`src/rtl/dcte_pkg.sv`:
```
package dcte_pkg;

   localparam logic [1:0] KIND_START   = 2'd0;
   localparam logic [1:0] KIND_BYTE    = 2'd1;
   localparam logic [1:0] KIND_TIMEOUT = 2'd2;

   localparam logic [1:0] ST_SUCCESS  = 2'd0;
   localparam logic [1:0] ST_TIMEOUT  = 2'd1;
   localparam logic [1:0] ST_CHECKSUM = 2'd2;
   localparam logic [1:0] ST_MISSING  = 2'd3;

   localparam logic [2:0] REG_PAD      = 3'd0;
   localparam logic [2:0] REG_STATUS   = 3'd1;
   localparam logic [2:0] REG_FAULT    = 3'd2;
   localparam logic [2:0] REG_SPEED    = 3'd3;
   localparam logic [2:0] REG_SELECTED = 3'd4;

   localparam logic [7:0] CH_STX = 8'h02;
   localparam logic [7:0] CH_CR  = 8'h0D;

   // work for the back end: send a telegram or emit a report
   typedef struct packed {
      logic        is_report;
      logic [1:0]  status;
      logic [7:0]  addr;
      logic [15:0] value;
   } job_type;

   function automatic logic [7:0] hex_char(input logic [3:0] d);
      hex_char = (d < 4'd10) ? (8'h30 + {4'd0, d}) : (8'h37 + {4'd0, d});
   endfunction

   function automatic logic [3:0] hex_val(input logic [7:0] c);
      logic [3:0] r;
      r = 4'd0;
      if (c >= 8'h30 && c <= 8'h39) r = c[3:0];
      else if ((c >= 8'h41 && c <= 8'h46) || (c >= 8'h61 && c <= 8'h66))
         r = c[3:0] + 4'd9;
      hex_val = r;
   endfunction

endpackage

```
`src/rtl/dcte_front.sv`:
```
module dcte_front #(
   parameter int MAX_ROUNDS = 3
) (
   input  logic                 clock,
   input  logic                 reset,
   input  logic                 csr_we,
   input  logic [2:0]           csr_index,
   input  logic [2:0]           csr_data,
   input  logic                 req_valid,
   output logic                 req_ready,
   input  logic [1:0]           req_kind,
   input  logic [15:0]          req_control_word,
   input  logic [15:0]          req_setpoint,
   input  logic [15:0]          req_extra_setpoint,
   input  logic [7:0]           req_rx_byte,
   output logic                 job_valid,
   input  logic                 job_ready,
   output dcte_pkg::job_type    job,
   output logic [63:0]          replies
);

   logic [2:0]  pad_ff, cst_ff, cfl_ff, csp_ff, csl_ff;
   logic        busy_ff, busy_in;
   logic [1:0]  tidx_ff, tidx_in;
   logic [1:0]  rnd_ff, rnd_in;
   logic [3:0]  seen_ff, seen_in;
   logic [15:0] rep_ff [4];
   logic [15:0] rep_in [4];
   logic [15:0] cmd_ff [3];
   logic [15:0] cmd_in [3];
   logic [3:0]  cnt_ff, cnt_in;
   logic [7:0]  sum_ff, sum_in;
   logic [7:0]  adr_ff, adr_in;
   logic [15:0] val_ff, val_in;
   logic        jv_ff, jv_in;
   dcte_pkg::job_type job_ff, job_in;

   logic        acc;
   logic        fire;
   logic [7:0]  bcc;
   logic [2:0]  code;
   logic [1:0]  slot;
   logic        hit;
   logic [1:0]  ntidx;
   logic [1:0]  nrnd;
   logic [3:0]  nseen;

   assign req_ready = !jv_ff || job_ready;
   assign acc       = req_valid && req_ready;
   assign job_valid = jv_ff;
   assign job       = job_ff;
   assign replies   = {rep_ff[3], rep_ff[2], rep_ff[1], rep_ff[0]};
   assign bcc       = (8'd0 - sum_ff) & 8'h7f;
   assign code      = adr_ff[2:0];

   always_comb begin
      hit = 1'b1;
      slot = 2'd0;
      if (code == cst_ff) slot = 2'd0;
      else if (code == cfl_ff) slot = 2'd1;
      else if (code == csp_ff) slot = 2'd2;
      else if (code == csl_ff) slot = 2'd3;
      else hit = 1'b0;
   end

   function automatic dcte_pkg::job_type tele(input logic [1:0] ti, input logic [2:0] pad,
                                               input logic [15:0] c0, input logic [15:0] c1,
                                               input logic [15:0] c2);
      dcte_pkg::job_type j;
      j = '0;
      case (ti)
         2'd1:    begin j.addr = {2'b0, pad, 3'd2}; j.value = c1; end
         2'd3:    begin j.addr = {2'b0, pad, 3'd3}; j.value = c2; end
         default: begin j.addr = {2'b0, pad, 3'd0}; j.value = c0; end
      endcase
      tele = j;
   endfunction

   always_comb begin
      busy_in = busy_ff;
      tidx_in = tidx_ff;
      rnd_in  = rnd_ff;
      seen_in = seen_ff;
      rep_in  = rep_ff;
      cmd_in  = cmd_ff;
      cnt_in  = cnt_ff;
      sum_in  = sum_ff;
      adr_in  = adr_ff;
      val_in  = val_ff;
      jv_in   = jv_ff && !job_ready;
      job_in  = job_ff;
      fire    = 1'b0;
      ntidx   = tidx_ff + 2'd1;
      nrnd    = rnd_ff + 2'd1;
      nseen   = seen_ff | (hit ? (4'd1 << slot) : 4'd0);
      if (acc) begin
         if (req_kind == dcte_pkg::KIND_START) begin
            cmd_in[0] = req_control_word;
            cmd_in[1] = req_setpoint;
            cmd_in[2] = req_extra_setpoint;
            busy_in = 1'b1;
            tidx_in = 2'd0;
            rnd_in  = 2'd0;
            seen_in = 4'd0;
            fire    = 1'b1;
            job_in  = tele(2'd0, pad_ff, req_control_word, req_setpoint,
                           req_extra_setpoint);
         end else if (busy_ff && req_kind == dcte_pkg::KIND_TIMEOUT) begin
            busy_in = 1'b0;
            cnt_in  = 4'd0;
            fire    = 1'b1;
            job_in  = '0;
            job_in.is_report = 1'b1;
            job_in.status = dcte_pkg::ST_TIMEOUT;
         end else if (busy_ff && req_kind == dcte_pkg::KIND_BYTE) begin
            if (cnt_ff >= 4'd1 && cnt_ff <= 4'd6) begin
               sum_in = sum_ff + req_rx_byte;
               if (cnt_ff <= 4'd2) adr_in = {adr_ff[3:0], dcte_pkg::hex_val(req_rx_byte)};
               else val_in = {val_ff[11:0], dcte_pkg::hex_val(req_rx_byte)};
            end
            if (cnt_ff < 4'd8) begin
               cnt_in = cnt_ff + 4'd1;
            end else begin
               cnt_in = 4'd0;
               fire   = 1'b1;
               job_in = '0;
               job_in.is_report = 1'b1;
               if (req_rx_byte != bcc) begin
                  busy_in = 1'b0;
                  job_in.status = dcte_pkg::ST_CHECKSUM;
               end else begin
                  if (hit) rep_in[slot] = val_ff;
                  seen_in = nseen;
                  tidx_in = ntidx;
                  if (ntidx == 2'd0) rnd_in = nrnd;
                  if (ntidx == 2'd0 && nseen == 4'hf) begin
                     busy_in = 1'b0;
                     job_in.status = dcte_pkg::ST_SUCCESS;
                  end else if (ntidx == 2'd0 && 32'(nrnd) >= MAX_ROUNDS) begin
                     busy_in = 1'b0;
                     job_in.status = dcte_pkg::ST_MISSING;
                  end else begin
                     job_in = tele(ntidx, pad_ff, cmd_ff[0], cmd_ff[1], cmd_ff[2]);
                  end
               end
            end
         end
         if (fire && !job_in.is_report) begin
            cnt_in = 4'd0;
            sum_in = 8'd0;
            adr_in = 8'd0;
            val_in = 16'd0;
         end
         if (fire) jv_in = 1'b1;
      end
   end

   always_ff @(posedge clock) begin
      if (reset) begin
         pad_ff  <= 3'd1;
         cst_ff  <= 3'd0;
         cfl_ff  <= 3'd1;
         csp_ff  <= 3'd4;
         csl_ff  <= 3'd5;
         busy_ff <= 1'b0;
         tidx_ff <= 2'd0;
         rnd_ff  <= 2'd0;
         seen_ff <= 4'd0;
         cnt_ff  <= 4'd0;
         sum_ff  <= 8'd0;
         adr_ff  <= 8'd0;
         val_ff  <= 16'd0;
         jv_ff   <= 1'b0;
         for (int i = 0; i < 4; i++) rep_ff[i] <= 16'd0;
         for (int i = 0; i < 3; i++) cmd_ff[i] <= 16'd0;
      end else begin
         busy_ff <= busy_in;
         tidx_ff <= tidx_in;
         rnd_ff  <= rnd_in;
         seen_ff <= seen_in;
         cnt_ff  <= cnt_in;
         sum_ff  <= sum_in;
         adr_ff  <= adr_in;
         val_ff  <= val_in;
         jv_ff   <= jv_in;
         rep_ff  <= rep_in;
         cmd_ff  <= cmd_in;
         if (csr_we) begin
            unique case (csr_index)
               dcte_pkg::REG_PAD:      pad_ff <= csr_data;
               dcte_pkg::REG_STATUS:   cst_ff <= csr_data;
               dcte_pkg::REG_FAULT:    cfl_ff <= csr_data;
               dcte_pkg::REG_SPEED:    csp_ff <= csr_data;
               dcte_pkg::REG_SELECTED: csl_ff <= csr_data;
               default: ;
            endcase
         end
      end
   end

   always_ff @(posedge clock) begin
      job_ff <= job_in;
   end

   a_cnt_range: assert property (@(posedge clock) disable iff (reset) cnt_ff <= 4'd8)
      else $error("rx count out of range");
   a_idle_cnt: assert property (@(posedge clock) disable iff (reset)
      !busy_ff |-> cnt_ff == 4'd0)
      else $error("rx count nonzero while idle");
   a_hold: assert property (@(posedge clock) disable iff (reset)
      job_valid && !job_ready |=> job_valid && $stable(job_ff))
      else $error("job dropped while stalled");

endmodule

```
`src/rtl/dcte_back.sv`:
```
module dcte_back (
   input  logic                 clock,
   input  logic                 reset,
   input  logic                 job_valid,
   output logic                 job_ready,
   input  dcte_pkg::job_type    job,
   input  logic [63:0]          replies,
   output logic                 rsp_valid,
   input  logic                 rsp_ready,
   output logic                 rsp_out_kind,
   output logic [7:0]           rsp_tx_byte,
   output logic                 rsp_last,
   output logic [1:0]           rsp_status,
   output logic [15:0]          rsp_status_word,
   output logic [15:0]          rsp_fault_word,
   output logic [15:0]          rsp_speed_actual,
   output logic [15:0]          rsp_selected_actual
);

   logic [3:0]  pos_ff, pos_in;
   logic [7:0]  bcc;
   logic [7:0]  c1, c2, c3, c4, c5, c6;
   logic [7:0]  byte_sel;
   logic        done;

   assign c1 = dcte_pkg::hex_char(job.addr[7:4]);
   assign c2 = dcte_pkg::hex_char(job.addr[3:0]);
   assign c3 = dcte_pkg::hex_char(job.value[15:12]);
   assign c4 = dcte_pkg::hex_char(job.value[11:8]);
   assign c5 = dcte_pkg::hex_char(job.value[7:4]);
   assign c6 = dcte_pkg::hex_char(job.value[3:0]);
   assign bcc = (8'd0 - (c1 + c2 + c3 + c4 + c5 + c6)) & 8'h7f;

   always_comb begin
      case (pos_ff)
         4'd0:    byte_sel = dcte_pkg::CH_STX;
         4'd1:    byte_sel = c1;
         4'd2:    byte_sel = c2;
         4'd3:    byte_sel = c3;
         4'd4:    byte_sel = c4;
         4'd5:    byte_sel = c5;
         4'd6:    byte_sel = c6;
         4'd7:    byte_sel = dcte_pkg::CH_CR;
         default: byte_sel = bcc;
      endcase
   end

   assign done      = job.is_report || pos_ff == 4'd8;
   assign rsp_valid = job_valid;
   assign job_ready = rsp_ready && done;
   assign rsp_out_kind = job.is_report;
   assign rsp_tx_byte  = job.is_report ? 8'd0 : byte_sel;
   assign rsp_last     = done;
   assign rsp_status   = job.is_report ? job.status : 2'd0;
   assign rsp_status_word     = job.is_report ? replies[15:0]  : 16'd0;
   assign rsp_fault_word      = job.is_report ? replies[31:16] : 16'd0;
   assign rsp_speed_actual    = job.is_report ? replies[47:32] : 16'd0;
   assign rsp_selected_actual = job.is_report ? replies[63:48] : 16'd0;

   always_comb begin
      pos_in = pos_ff;
      if (job_valid && rsp_ready) pos_in = done ? 4'd0 : pos_ff + 4'd1;
   end

   always_ff @(posedge clock) begin
      if (reset) pos_ff <= 4'd0;
      else pos_ff <= pos_in;
   end

   a_pos: assert property (@(posedge clock) disable iff (reset) pos_ff <= 4'd8)
      else $error("byte position out of range");
   a_rep_pos: assert property (@(posedge clock) disable iff (reset)
      job_valid && job.is_report |-> pos_ff == 4'd0)
      else $error("report mid telegram");
   a_idle_pos: assert property (@(posedge clock) disable iff (reset)
      !job_valid |-> pos_ff == 4'd0)
      else $error("position set without job");

endmodule

```
`src/rtl/drive_cyclic_telegram_exchange.sv`:
```
// channel | direction | handshake           | payload
// req     | in        | req_valid/req_ready | kind, command words, rx byte
// rsp     | out       | rsp_valid/rsp_ready | tx byte or finished report
// csr     | in        | csr_we              | csr_index, csr_data
// A start, a busy timeout or a ninth byte queues one job; all wait on req_ready.
// A telegram job is 9 rsp transfers, one per cycle with rsp_ready; a report is one.
// Input stalls only while a queued job is waiting and the back end is not finishing it.
// Reset is synchronous and active high; the pending job is dropped.
module drive_cyclic_telegram_exchange #(
   parameter int MAX_ROUNDS = 3
) (
   input  logic        clock,
   input  logic        reset,
   input  logic        csr_we,
   input  logic [2:0]  csr_index,
   input  logic [2:0]  csr_data,
   input  logic        req_valid,
   output logic        req_ready,
   input  logic [1:0]  req_kind,
   input  logic [15:0] req_control_word,
   input  logic [15:0] req_setpoint,
   input  logic [15:0] req_extra_setpoint,
   input  logic [7:0]  req_rx_byte,
   output logic        rsp_valid,
   input  logic        rsp_ready,
   output logic        rsp_out_kind,
   output logic [7:0]  rsp_tx_byte,
   output logic        rsp_last,
   output logic [1:0]  rsp_status,
   output logic [15:0] rsp_status_word,
   output logic [15:0] rsp_fault_word,
   output logic [15:0] rsp_speed_actual,
   output logic [15:0] rsp_selected_actual
);

   logic              job_valid;
   logic              job_ready;
   dcte_pkg::job_type job;
   logic [63:0]       replies;

   dcte_front #(.MAX_ROUNDS(MAX_ROUNDS)) u_front (
      .clock, .reset, .csr_we, .csr_index, .csr_data,
      .req_valid, .req_ready, .req_kind, .req_control_word, .req_setpoint,
      .req_extra_setpoint, .req_rx_byte,
      .job_valid, .job_ready, .job, .replies
   );

   dcte_back u_back (
      .clock, .reset, .job_valid, .job_ready, .job, .replies,
      .rsp_valid, .rsp_ready, .rsp_out_kind, .rsp_tx_byte, .rsp_last, .rsp_status,
      .rsp_status_word, .rsp_fault_word, .rsp_speed_actual, .rsp_selected_actual
   );

endmodule
```
`config.mk`:
```
export PLATFORM = sky130hd
export DESIGN_NAME = drive_cyclic_telegram_exchange
export DESIGN_NICKNAME = d
export VERILOG_FILES = /design/src/rtl/dcte_pkg.sv /design/src/rtl/dcte_front.sv /design/src/rtl/dcte_back.sv /design/src/rtl/drive_cyclic_telegram_exchange.sv
export SDC_FILE = /design/constraint.sdc
export NUM_CORES = 1
export LEC_CHECK = 0
export ABC_AREA = 1
export BUFFER_PORTS_ARGS = -buffer_cell sky130_fd_sc_hd__buf_2
export CAP_MARGIN = 25
export CORE_ASPECT_RATIO = 0.5
export CORE_MARGIN = 2
export CORE_UTILIZATION = 40
export DETAILED_ROUTE_END_ITERATION = 12
export PLACE_DENSITY_LB_ADDON = 0.12
export SLEW_MARGIN = 20
export SYNTH_ARGS = -nofsm -noshare
export SYNTH_HDL_FRONTEND = slang
export SYNTH_HIERARCHICAL = 1
export SYNTH_SLANG_ARGS = --single-unit
```
`constraint.sdc`:
```
create_clock -name clock -period 5.06 [get_ports clock]
set_input_delay 0.759 -clock clock [delete_from_list [all_inputs] [get_ports clock]]
set_output_delay 0.759 -clock clock [all_outputs]
set_load 0.03 [all_outputs]
```
==> flow_summary.ini <==
[synthesis]
synth_ff_type = dfxtp_1
synth_xor_area_frac = 0.0141
avgSynthCellArea_um2 = 7.08
yosysSeqAreaShare = 0.372
synth_cells = 1575
ys_ff_latch = 195
synth-compound-area-share = 0.178
syn_area_um2 = 11200
synth-edff-count = 24
synthAdderAreaFrac = 0.0850
postSynth.asyncResetShare = 0
yosys_warnings = 6
synth_top_family_by_area = simple AND/OR/NAND/NOR gates
ys_types = 47
synth_mux_area_frac = 0
yosys.area_share.simple = 0.216

[floorplanning]
die_y_um = 122
rows = 43
initial_core_util = 0.405
coreArea_um2 = 27500
chipWidth_um = 240
die-area_um2 = 29300
pin_count = 147

[clock_network]
clk_path_buf_depth = 2
cts.sinks = 195
root_buffer = clkbuf_16
insertion_delay_ps = 440
clk_pin_slew_ps = 70
hold_buffers = 0
h-tree-depth = 4
cts_buffers = 17
cts_tree = done

[placement]
place_ws_ps = -341
portBuffers = 145
dp_hpwl_mm = 23.3
gp_congestion = 0.903
dpl_cell_area_um2 = 12500

[routing]
drc = 0
antenna_left = 0
totalWireLength_mm = 31.5
first_pass_iters = 5
vias_per_cell = 4.93
wl_per_cell_um = 14.8
dr.first_iter.drc_count = 685
via_count = 10506

[global_routing]
grt-ovfl-total = 0
grt_pass1_vias = 10068
grt_first_pass_wirelength_mm = 50.6
antenna_found_initial = 0
grt_max_degree = 78
grt_usage = 0.218

[timing]
holdWs_ps = 454
fmax_mhz = 178
layout_setup_ws_ps = -562
max-slew-margin-rel = 0.352
fin_worst_skew_ps = 14.6
period_share = 1.11
hold_violations = 0
tns_ps = -1660
grt_setup_unrepaired = true
fin_crit_ps = 5620
worstMarginPinSlew_ps = 971
setup-violations-final = 4
slew_violations = 0

[critical_path]
r2r_cells = 16
critPathLaunchType = flop
slowest_stage = fa_1
arrival_ps = 4860
cp-end-kind = output pin
rr_startpoint = u_front/sum_ff[1]
slowest_delay_ps = 540
regToRegEndpoint = u_front/sum_ff[4]
criticalPathCategory = reg -> out
critical_path.max_fanout = 2
cp.required_ps = 4300
worstSetupStartpoint = u_front/job[8]
cp-endpoint = rsp_tx_byte[6]
r2r_slack_ps = 1810

[power_and_ir_drop]
power.leakage_nw = 6.49
ir_drop_uv = 241
powerDensity_nw_per_um2 = 283

[cells_and_area]
synthToLayoutAreaGrowth_pct = 19.9
drive_gt1_frac = 0.197
finalNetCount = 1867
final_common_cell = nand2_1
fin_util = 0.486
final_cell_mix = nand2_1 (290), inv_1 (283), dfxtp_1 (171)
final_cell_area_um2 = 13400

[run]
drv_cap = 0

[hold_path]
hold_class = reg -> reg
min_path_cells = 2

[outcome]
violations = setup timing
status = complete, but fails checks
cells by family (layout without fill, tap and decap cells):
kind of cell	Yosys count	count (layout)
buf+inv	380	552
compound gates	357	357
other cells	2	5
fa+ha+maj	62	62
flops	195	195
simple gates	561	561
xor+xnor	18	18
Yosys cell counts, types with 16 or more instances:
cell	instances	area, µm²
a211oi_1	33	248
a21oi_1	150	751
clkbuf_1	49	184
dfxtp_1	171	3420
edfxtp_1	24	721
fa_1	23	460
ha_1	39	488
inv_1	296	1110
nand2_1	296	1110
nand2_2	18	113
nand3_1	66	330
nand4_1	16	100
nor2_1	125	469
o21ai_0	121	606
o22ai_1	22	138
state kept, by name (all words and copies together) (netlist names), 4 cells and up:
register,cells
u_front/replies,64
u_front/cmd_ff,48
u_front/job,24
u_front/val_ff,16
u_front/sum_ff,7
u_back/pos_ff,4
u_front/cnt_ff,4
u_front/seen_ff,4
stage by stage:
step | cells | power [mW]
4_1_cts | 2127 | 3.80
5_1_grt | 2131 | 3.98
3_5_place_dp | 2087 | 2.30
2_1_floorplan | 1577 | 2.11
6_report | 2132 | 3.79
3_3_place_gp | 2086 | 2.28
per-layer routing:
| layer | wire length (µm) | vias up | global-route usage | part of all wire |
|---|---|---|---|---|
| met2 | 14400 | 193 | 0.359 | 0.46 |
| met1 | 15300 | 4963 | 0.295 | 0.48 |
| met5 | 0 | - | 0 | 0 |
| met3 | 1410 | 27 | 0.0424 | 0.045 |
| met4 | 405 | 0 | 0.0547 | 0.013 |
| li1 | - | 5323 | - | - |
area by class of cell:
class / count / area (µm²)
sequential: 195 / 4140
tap: 382 / 478
multi-input combinational: 1002 / 5720
fill: 2783 / 14200
inverter: 309 / 1160
clock buffer: 20 / 437
antenna: 1 / 2.50
timing repair buffer: 211 / 1250
clock inverter: 12 / 173
power by group:
| group | switching, mW | total (mW) | internal [mW] |
|---|---|---|---|
| combinational | 0.441 | 0.734 | 0.293 |
| sequential | 0.0229 | 1.62 | 1.60 |
| clock | 0.634 | 1.43 | 0.793 |
worst max-delay path, delay by kind of cell, from the launching register on:
| kind | cells | cell delay (ps) |
|---|---|---|
| adders and majority gates | 7 | 2580 |
| and+or+nand+nor | 11 | 650 |
| buffers and inverters | 9 | 580 |
| DFF | 1 | 400 |
| AOI/OAI and AO/OA | 1 | 200 |
worst min path at each step:
stage	start	to	slack, ps
3_3_place_gp	u_front/cmd_ff[13]	u_front/cmd_ff[13]	440
6_report	u_front/cmd_ff[20]	u_front/cmd_ff[20]	450
3_5_place_dp	u_front/replies[15]	u_front/replies[15]	440
5_1_grt	u_front/cmd_ff[0]	u_front/cmd_ff[0]	470
4_1_cts	u_front/cmd_ff[5]	u_front/cmd_ff[5]	460
2_1_floorplan	u_front/cmd_ff[10]	u_front/cmd_ff[10]	430
what timing repair did:
action,4_1_cts,5_1_grt
hold endpoints to repair,0,0
setup endpoints to repair,5,5
setup buffers,8,4
pin swaps,23,5
resized for setup,37,14
(Power assumes the default switching activity.)
